**src/hw/rtl/sfc_pkg.sv**
```systemverilog
// Shared types, widths and codes for the sphere/frustum classifier.
package sfc_pkg;

  // Default coordinate width (signed Q12.4 at 16 bits)
  localparam int COORD_WIDTH_DEF = 16;

  // Coefficient format: signed Q2.14
  localparam int COEF_W    = 16;
  localparam int FRAC_BITS = 14;

  // Width growth over the coordinate width
  //   accumulator: three products plus shifted translation
  //   view coordinate: accumulator with the Q.14 fraction dropped
  //   plane distance: coefficient times view coordinate, then a difference
  localparam int ACC_EXTRA  = COEF_W + 3;
  localparam int VIEW_EXTRA = ACC_EXTRA - FRAC_BITS;
  localparam int DIST_EXTRA = VIEW_EXTRA + COEF_W + 1;

  // Result fields
  localparam int VIS_W     = 2;
  localparam int DEPTH_W   = 20;
  localparam int DEPTH_MAX = 524287;
  localparam int DEPTH_MIN = -524288;
  localparam int OUT_W     = ((VIS_W + DEPTH_W + 7) / 8) * 8;
  localparam int OUT_PAD_W = OUT_W - VIS_W - DEPTH_W;

  // Configuration port
  localparam int CFG_DATA_W = 64;
  localparam int CFG_IDX_W  = 3;

  typedef enum logic [CFG_IDX_W-1:0] {
    CFG_XFORM_X   = 3'd0,
    CFG_XFORM_Y   = 3'd1,
    CFG_XFORM_Z   = 3'd2,
    CFG_SIDE      = 3'd3,
    CFG_VERTICAL  = 3'd4,
    CFG_DEPTH_RNG = 3'd5
  } cfg_idx_t;

  typedef enum logic [VIS_W-1:0] {
    VIS_OUTSIDE = 2'd0,
    VIS_INSIDE  = 2'd1,
    VIS_PARTIAL = 2'd2
  } vis_t;

  // One matrix row: three Q2.14 entries (lane 0 lowest) and a Q12.4 translation
  typedef struct packed {
    logic signed [COEF_W-1:0] t;
    logic [2:0][COEF_W-1:0]   m;
  } row_t;

  typedef struct packed {
    row_t row_z;
    row_t row_y;
    row_t row_x;
  } xform_cfg_t;

  // Four Q2.14 plane coefficients, lane 0 lowest
  typedef logic [3:0][COEF_W-1:0] quad_t;

  typedef struct packed {
    logic signed [COEF_W-1:0] far_d;
    logic signed [COEF_W-1:0] near_d;
  } depth_rng_t;

  typedef struct packed {
    depth_rng_t depth;
    quad_t      vertical;
    quad_t      side;
  } plane_cfg_t;

endpackage

```
**src/hw/rtl/sfc_classify.sv**
```systemverilog
// Compares the six distances against the radius and holds the result transaction.
module sfc_classify #(
  parameter int COORD_WIDTH = sfc_pkg::COORD_WIDTH_DEF
) (
  input  logic                                            clk,
  input  logic                                            rst_n,
  input  logic                                            in_valid,
  output logic                                            in_ready,
  input  logic [5:0][COORD_WIDTH+sfc_pkg::DIST_EXTRA-1:0] plane_dist,
  input  logic [COORD_WIDTH-1:0]                          radius,
  input  logic [sfc_pkg::DEPTH_W-1:0]                     depth,
  output logic                                            out_valid,
  input  logic                                            out_ready,
  output logic [sfc_pkg::VIS_W-1:0]                       visibility,
  output logic [sfc_pkg::DEPTH_W-1:0]                     view_depth
);
  import sfc_pkg::*;

  localparam int DW = COORD_WIDTH + DIST_EXTRA;

  logic signed [DW-1:0] rad_pos;
  logic signed [DW-1:0] rad_neg;
  logic                 outside;
  logic                 all_in;
  vis_t                 vis_nxt;
  vis_t                 vis_r;
  logic [DEPTH_W-1:0]   depth_r;
  logic                 valid_r;
  logic                 en;

  assign en       = !valid_r || out_ready;
  assign in_ready = en;

  // Radius at Q.18; a distance equal to either bound counts as partial
  always_comb begin
    rad_pos = DW'(radius) << FRAC_BITS;
    rad_neg = -rad_pos;
    outside = 1'b0;
    all_in  = 1'b1;
    for (int i = 0; i < 6; i++) begin
      if ($signed(plane_dist[i]) < rad_neg) outside = 1'b1;
      if (!($signed(plane_dist[i]) > rad_pos)) all_in = 1'b0;
    end
    if (outside) begin
      vis_nxt = VIS_OUTSIDE;
    end else if (all_in) begin
      vis_nxt = VIS_INSIDE;
    end else begin
      vis_nxt = VIS_PARTIAL;
    end
  end

  // Output register
  always_ff @(posedge clk) begin
    if (!rst_n) begin
      valid_r <= 1'b0;
    end else if (en) begin
      valid_r <= in_valid;
    end
  end

  always_ff @(posedge clk) begin
    if (en) begin
      vis_r   <= vis_nxt;
      depth_r <= depth;
    end
  end

  assign out_valid  = valid_r;
  assign visibility = vis_r;
  assign view_depth = depth_r;

endmodule

```
**config.mk**
```make
export PLATFORM = sky130hd
export DESIGN_NAME = sfc_classify
export DESIGN_NICKNAME = d
export VERILOG_FILES = /design/src/hw/rtl/sfc_pkg.sv /design/src/hw/rtl/sfc_classify.sv
export SDC_FILE = /design/constraint.sdc
export NUM_CORES = 1
export LEC_CHECK = 0
export ABC_AREA = 1
export BUFFER_PORTS_ARGS = -buffer_cell sky130_fd_sc_hd__clkbuf_2
export CAP_MARGIN = 30
export CORE_MARGIN = 5
export CORE_UTILIZATION = 46
export DETAILED_ROUTE_END_ITERATION = 8
export GPL_ROUTABILITY_DRIVEN = 0
export PLACE_DENSITY = 0.84
export SLEW_MARGIN = 10
export SYNTH_ARGS = -nofsm -noshare
export SYNTH_HDL_FRONTEND = slang
export SYNTH_SLANG_ARGS = --single-unit
```
**constraint.sdc**
```tcl
create_clock -name clk -period 3.52 [get_ports clk]
set_clock_uncertainty 0.15 [all_clocks]
set_input_delay 0.528 -clock clk [delete_from_list [all_inputs] [get_ports clk]]
set_output_delay 0.528 -clock clk [all_outputs]
set_load 0.005 [all_outputs]
```
# Word level (Yosys, flattened, before mapping)
# Cells that the tools add are included.
totals:
  ff_bits: 23
  latchBits: 0
  mem_bits_rw: 0
  rom_bits: 0
  in_bits: 268
  out_inout_bits: 24
  elab_cells: 31
  n_memories: 0
op_classes:
  addsub: 1
  multipliers: 0
  n_div: 0
  order_cmp: 12
  n_eq_ne: 0
  shift: 0
  n_mux: 13
  bitwise: 0
  n_reduce_logical: 2
op_table:
  columns: ["cell", "n"]
  rows:
  - ["> comparator 38 x 31 -> 1 bit", 6]
  - ["< comparator 38 bit", 6]
  - ["negation 30 -> 38 bit", 1]
  - ["2-to-1 mux 1 bit", 12]
  - ["2-to-1 mux 2 bit", 1]
  - ["zero test 1 bit", 1]
  - ["logical OR 1 bit", 1]

# Longest topological paths before layout
# Gate-level depths: netlist (run 1).
logic_depth:
  word_depth: 8
  depth_mapped: 26
  mapped_depth_nobuf: 26

# Worst setup path after synthesis (run 1)
# Ideal clock, no wire load.
synth_timing:
  kind: "input -> register"
  start: "input radius[0]"
  end: "register vis_r[1], in the netlist visibility[1], data pin"
  setup_ns: 0.253
  arrival_ns: 3.153
  required_ns: 3.117
  path_slack_ns: -0.035
  stages: 21
  path_buffers: 0
  path_cell_list: "inv_1 > ha_1 > nand3_2 > nor2_4 > nand2_2 > nor3_1 > nand4_1 > nor2_1 > ha_1 > nand2_1 > nor2_1 > a211oi_1 > o21ai_0 > a31oi_1 > nand2_1 > nand2_1 > nand2_1 > inv_1 > nor2_1 > nand3_1 > nor2_1"
synth_between:
  elab_chain_cells: 8
  word_cells_on_any_way: 26
  cone_classes: "1 x add/sub; 12 x order compare; 13 x mux"
synth_lines:
  columns: ["element", "line", "rtl"]
  rows:
  - ["start, declared", "sfc_classify.sv:10", "input logic [COORD_WIDTH-1:0] radius,"]
  - ["negation 30 -> 38 bit / > comparator 38 x 31 -> 1 bit (equally long branches)", "sfc_classify.sv:37, sfc_classify.sv:42", null]
  - ["< comparator 38 bit / 2-to-1 mux 1 bit (equally long branches)", "sfc_classify.sv:41, sfc_classify.sv:42", null]
  - ["2-to-1 mux 1 bit, on equally long branches (5 in series)", "sfc_classify.sv:41, sfc_classify.sv:42", null]
  - ["2-to-1 mux 1 bit / 2-to-1 mux 2 bit (equally long branches)", "sfc_classify.sv:41, sfc_classify.sv:46", null]
  - ["end signal, assigned", "sfc_classify.sv:64", "vis_r <= vis_nxt;"]
  - ["end, declared", "sfc_classify.sv:26", "vis_t vis_r;"]
# Parallel ways exist; a longest one is shown, timed or not.
# A chain may end at the register's enable or synchronous reset.

# Final worst setup path (run 1)
layout_timing:
  start: "input radius[1]"
  end: "register vis_r[1], in the netlist visibility[1], data pin"
# Same word-level chain as after synthesis.

==> results_dict.tcl, run 1 <==
set metrics [dict create \
    status "complete, no violations" \
    cts_max_path_buffers 2 \
    grt_max_degree 25 \
    place.detailed.hpwl_um 23800 \
    rows 45 \
    worstPathArrival_ns 3.16 \
    rsz0062_at_grt "true" \
    area_growth_pct 33.2 \
    die_h_um 134 \
    synth_seq_cells 23 \
    worstPathMaxFanout 6 \
    grt_overflow 0 \
    max_freq_mhz 303 \
    critPathSlowestCell "ha_1" \
    instances_no_fill 1580 \
    path_class "input pin to flop" \
    wl_per_cell_um 16.6 \
    fin_nets 1890 \
    async_reset_ff_frac 0 \
    drive_gt1_frac 0.289 \
    dp_cells 1575 \
    ys.flop_type "edfxtp_1" \
    ys_warn_count 0 \
    power_switching_uw 631 \
    antenna_found_initial 0 \
    hold_path_class "input pin to flop" \
    powerDensity_nw_per_um2 159 \
    boundaryPins 292 \
    dp_slack_ns -0.309 \
    core-area_um2 15200 \
    initial_core_util 0.467 \
    fin_ws_ns 0.223 \
    maxSlewHeadroom 0.638 \
    clk_latency_ns 0.26 \
    drtIter0Drc 507 \
    antenna_left 0 \
    drt-pass1-iter-count 5 \
    min_period_ns 3.30 \
    tightest_slew_ns 0.539 \
    grt_use_total 0.280 \
    die_area_um2 18000 \
    die_w_um 134 \
    cap_viol_max_count 0 \
    ys_seq_area_frac 0.0958 \
    via_per_inst 5.43 \
    power_frac_comb 0.620 \
    p_leak_nw 5.54 \
    start_kind "input pin" \
    p_seq_frac 0.217 \
    end_kind "flop" \
    ir_drop_v 0.000178 \
    synth.avg_cell_area_um2 6.89 \
    drcViolationCount 0 \
    clockPowerShare 0.163 \
    synth_cells 1031 \
    clk_pin_slew_ns 0.06 \
    setup_viol 0 \
    period_share 0.937 \
    power.internal_uw 871 \
    vias 8581 \
    antenna_cells 0 \
    numClockSinks 23 \
    required_ns 3.38 \
    ctsHtreeMaxLevel 1 \
    cpPeakStageDelay_ns 0.29 \
    fill_cells 1413 \
    cts_tree "done" \
    total_power_mw 1.50 \
    synth_area_um2 7100 \
    worstPathCellList "clkbuf_2 -> nor2_1 -> nand2_2 -> nor2_4 -> nand3_2 -> nor4_4 -> nand3_2 -> buf_4 -> xor2_4 -> ha_1 -> inv_1 -> nor3_1 -> a211oi_1 -> nand2_1 -> nand2_1 -> nand3_1 -> nand2_1 -> nor2_1 -> nand3_1 -> nor2_1" \
    synth_edf_count 22 \
    grt_pass1_wl_um 40500 \
    ys_types 38 \
    grt_pass1_vias 8381 \
    hold_viol 0 \
    drv_slew 0 \
    portBuffers 291 \
    sw_frac_of_total 0.420 \
    syn_nets 1528 \
    root_buffer "clkbuf_16" \
    routed_wl_um 26200 \
    cts_buffers 3 \
]
-- cell usage after synthesis (2+ instances only) --
| cell | n | area [um2] |
|---|---|---|
| nand3b_1 | 2 | 15.0 |
| a211oi_1 | 10 | 75.1 |
| inv_1 | 120 | 450 |
| a31oi_1 | 7 | 43.8 |
| nand3_1 | 32 | 160 |
| nor4b_1 | 2 | 17.5 |
| a2111oi_0 | 2 | 17.5 |
| nor4_1 | 29 | 181 |
| a21o_1 | 3 | 22.5 |
| nor2_1 | 113 | 424 |
| nand4_1 | 19 | 119 |
| edfxtp_1 | 22 | 661 |
| or2_2 | 7 | 43.8 |
| nand2_1 | 246 | 923 |
| o21ai_0 | 31 | 155 |
| a21oi_1 | 78 | 390 |
| inv_2 | 6 | 22.5 |
| o21bai_1 | 4 | 30.0 |
| nor2_4 | 2 | 22.5 |
| ha_1 | 229 | 2870 |
| nor2_2 | 2 | 12.5 |
| o211ai_1 | 3 | 22.5 |
| o21a_1 | 4 | 30.0 |
| xor2_1 | 10 | 87.6 |
| nand3_2 | 4 | 40.0 |
| nor3_1 | 28 | 140 |
| nand2_2 | 5 | 31.3 |
-- cells in the final DEF (no fill, tap or decap), drive strengths merged, types with 2 or more instances in the layout --
master   instances
or2              7
ha             229
nand3           36
o21ai           32
xor2            10
a21o             3
a21oi           78
nand3b           2
nor4b            2
nand4           19
nand2          252
nor2           117
nor3            28
inv            126
buf             68
o21bai           4
nor4            29
a211oi          10
o21a             4
clkbuf         295
a31oi            7
edfxtp          22
o211ai           3
a2111oi          2
-- per-layer routing --
metal | vias up | routed length, um | GRT usage
li1 | 4302 | - | -
met3 | 81 | 2200 | 0.0551
met2 | 366 | 12100 | 0.476
met1 | 3832 | 10800 | 0.351
met5 | - | 0 | 0
met4 | 0 | 1110 | 0.101
-- layout make-up --
| class | instances | area (um2) | share of cell area |
|---|---|---|---|
| Tap cell | 188 | 235 | 0.0249 |
| Timing Repair Buffer | 359 | 1970 | 0.208 |
| Multi-Input combinational cell | 880 | 6030 | 0.637 |
| Inverter | 126 | 473 | 0.0500 |
| Sequential cell | 23 | 681 | 0.0719 |
| Clock buffer | 4 | 78.8 | 0.00833 |
-- critical path, delay by kind of cell --
family | cells | cell delay [ns]
AOI/OAI and AO/OA | 1 | 0.21
xor gates and xnor gates | 1 | 0.21
and+or+nand+nor | 14 | 1.51
buffers and inverters | 3 | 0.40
adders and majority gates | 1 | 0.29
-- power by group through the flow --
stage                     registers (mW)  clock network [mW]  logic (mW)
after floorplan                    0.333                   0       0.482
final                              0.325               0.245       0.931
after global routing               0.327               0.256        1.06
after detailed placement           0.331                   0       0.910
after global placement             0.329                   0       0.875
after CTS                          0.326               0.245       0.917
-- worst paths after layout --
kind	startpoint	to	slack [ns]	cells past startpoint
max	radius[1]	visibility[1]	0.22	20
min	depth[2]	view_depth[2]	0.29	1
max reg2reg	out_valid	view_depth[17]	2.36	2
min reg2reg	out_valid	view_depth[19]	0.69	2
-- cells by family after synthesis --
logic type,Yosys count,synth area share
xor+xnor,10,0.0123
compound gates,147,0.116
fa+ha+maj,229,0.403
buf+inv,128,0.0687
flops,23,0.0958
simple gates,494,0.303
-- what timing repair did --
action | 4_1_cts | 5_1_grt
gates cloned | 0 | 0
resized for setup | 1 | 13
hold buffers | 0 | 0
setup endpoints to repair | 2 | 2
pin swaps | 0 | 4
setup buffers | 0 | 1
-- state kept, by name, summed over array words and instances (netlist names) --
name        flops
visibility      2
view_depth     20
out_valid       1
-- stage by stage --
step / setup TNS, ns / instance area, um2 / util / hold WS, ns
finish: 0 / 9460 / 0.622 / 0.294
global route: -0.0143 / 9460 / 0.622 / 0.291
CTS: 0 / 9380 / 0.617 / 0.293
detailed placement: -0.614 / 9290 / 0.611 / 0.557
global placement: -0.325 / 9290 / 0.611 / 0.555
floorplan: 0 / 7110 / - / 0.477
Power figures use the tool's default switching activity.
==> run 2: changes to the inputs <==
--- a/config.mk
+++ b/config.mk
@@ -12,6 +12,7 @@
 export CORE_UTILIZATION = 46
 export DETAILED_ROUTE_END_ITERATION = 8
 export GPL_ROUTABILITY_DRIVEN = 0
+export GPL_TIMING_DRIVEN = 0
 export PLACE_DENSITY = 0.84
 export SLEW_MARGIN = 10
 export SYNTH_ARGS = -nofsm -noshare
==> run 2 against run 1 <==
The flow now finishes with violations (setup timing). Combinational power increased by 0.5%. Register-to-register slack better by 0.03 ns. Core utilization up 0.78 points. Via count hardly changed. Critical path type unchanged. Critical endpoint unchanged.
==> results_dict.tcl, run 2 (synthesis results as in run 1) <==
set metrics [dict create \
    total_power_mw 1.50 \
    cts-hold-fix-buffers 0 \
    violations "setup timing" \
    via_per_inst 5.55 \
    start_kind "input pin" \
    rrSetupSlack_ns 2.39 \
    path_buf_inv 5 \
    hold_slack_ns 0.297 \
    ctsHtreeMaxLevel 1 \
    drcViolationCount 0 \
    period_share 1.01 \
    die_area_um2 18000 \
    path_class "input pin to flop" \
    wl_met1_um 10400 \
    worstSetupStartpoint "radius[5]" \
    met3WireLength_um 2580 \
    hold_path_class "input pin to flop" \
    rr_endpoint "view_depth[17]" \
    fin_nets 1856 \
    tightest_slew_ns 0.702 \
    routed_wl_um 27000 \
    end_kind "flop" \
    worstPathMaxFanout 5 \
    fin_ws_ns -0.0312 \
    die_w_um 134 \
    antenna_left 0 \
    setup_viol 2 \
    wl_met2_um 12700 \
    cpLargestDelayFamily "simple AND/OR/NAND/NOR gates" \
    routed.top_layer "met4" \
    max_freq_mhz 282 \
    numClockSinks 23 \
    largest_reg_flops 20 \
    min_period_ns 3.55 \
    mostFrequentLayoutCells "clkbuf_2, nand2_1, ha_1, inv_1, nor2_1" \
    portBuffers 290 \
    critPathMostFrequentCell "nand2_1" \
    drtIter0Drc 577 \
    initial_core_util 0.467 \
    die_h_um 134 \
    worstPathArrival_ns 3.50 \
    vias 8587 \
    instances_no_fill 1546 \
    cts_tree "done" \
    drv_slew 0 \
    antenna_found_initial 0 \
    root_buffer "clkbuf_16" \
    whs_path_depth 1 \
    worstPathCellList "buf_2 -> clkinv_4 -> nand2_1 -> nor2_4 -> nand3_4 -> nor4_4 -> nand3_2 -> buf_12 -> xor2_4 -> buf_12 -> ha_1 -> inv_1 -> nor3_1 -> a211oi_1 -> nand2_1 -> nand2_1 -> nand2_1 -> nand2_1 -> nand2_1 -> nor2_1 -> nand3_1 -> nor2_1" \
    reg2reg_from "out_valid" \
    clk_pin_slew_ns 0.06 \
    holdPathEnd "view_depth[4]" \
    grt_max_degree 25 \
    hp-start "depth[4]" \
    core-area_um2 15200 \
    ir_drop_v 0.000228 \
    cts_buffers 3 \
    critPathSlowestCell "ha_1" \
    rows 45 \
    dp_cells 1509 \
    layout_commonest_cell "clkbuf_2" \
    cpPeakStageDelay_ns 0.28 \
    grt_pass1_wl_um 40500 \
    antenna_cells 0 \
    seq_area_um2 681 \
    dp_slack_ns -1.19 \
    grt_overflow 0 \
    hold_viol 0 \
    status "finished with violations" \
    boundaryPins 292 \
    clk_latency_ns 0.25 \
    cap_viol_max_count 0 \
    grt_pass1_vias 8489 \
    place.detailed.hpwl_um 22700 \
    wl_per_cell_um 17.5 \
    cts_max_path_buffers 2 \
    drive_gt1_frac 0.292 \
    rsz0062_at_grt "true" \
    area_growth_pct 34.8 \
    grt_use_total 0.282 \
    maxSlewHeadroom 0.528 \
    fill_cells 1355 \
    r2r_cells 2 \
    p_leak_nw 5.42 \
    drt-pass1-iter-count 6 \
    required_ns 3.47 \
    powerDensity_nw_per_um2 157 \
    multi_input_area_um2 6300 \
]
[run 2: metrics by stage]
step | TNS [ns] | cell area, um2 | util
after floorplan | 0 | 7110 | -
after global placement | -2.22 | 8800 | 0.579
after detailed placement | -2.36 | 8800 | 0.579
after CTS | 0 | 9230 | 0.607
after global routing | -0.419 | 9580 | 0.630
final | -0.0519 | 9580 | 0.630
[run 2: metal layers]
layer	track usage	vias up
li1	-	4238
met1	0.334	3813
met2	0.494	449
met3	0.0623	87
met4	0.109	0
met5	0	-
[run 2: power breakdown]
part / switching [mW] / internal (mW) / total [mW]
Clock: 0.0868 / 0.154 / 0.241
Sequential: 0.00557 / 0.320 / 0.325
Combinational: 0.546 / 0.390 / 0.936
[run 2: cell type report]
| cell class | count | area share |
|---|---|---|
| plain buffers | 2 | 0.00170 |
| clock buffers | 4 | 0.00823 |
| inverters | 126 | 0.0529 |
| multi-input cells | 880 | 0.658 |
| flip-flops and latches | 23 | 0.0711 |
| well taps | 188 | 0.0246 |
| repair buffers | 323 | 0.184 |
[run 2: worst max path at each step]
stage | to | slack (ns) | depth (start not counted)
3_5_place_dp | visibility[1] | -1.19 | 21
3_3_place_gp | visibility[1] | -1.11 | 21
6_report | visibility[1] | -0.03 | 22
4_1_cts | visibility[1] | 0.01 | 22
5_1_grt | visibility[0] | -0.22 | 23
2_1_floorplan | visibility[1] | 0.02 | 20
[run 2: timing repair]
action,CTS,global route
pin swaps,10,23
setup endpoints to repair,2,2
gates resized for setup,39,41
setup buffers,16,16
hold endpoints to repair,0,0
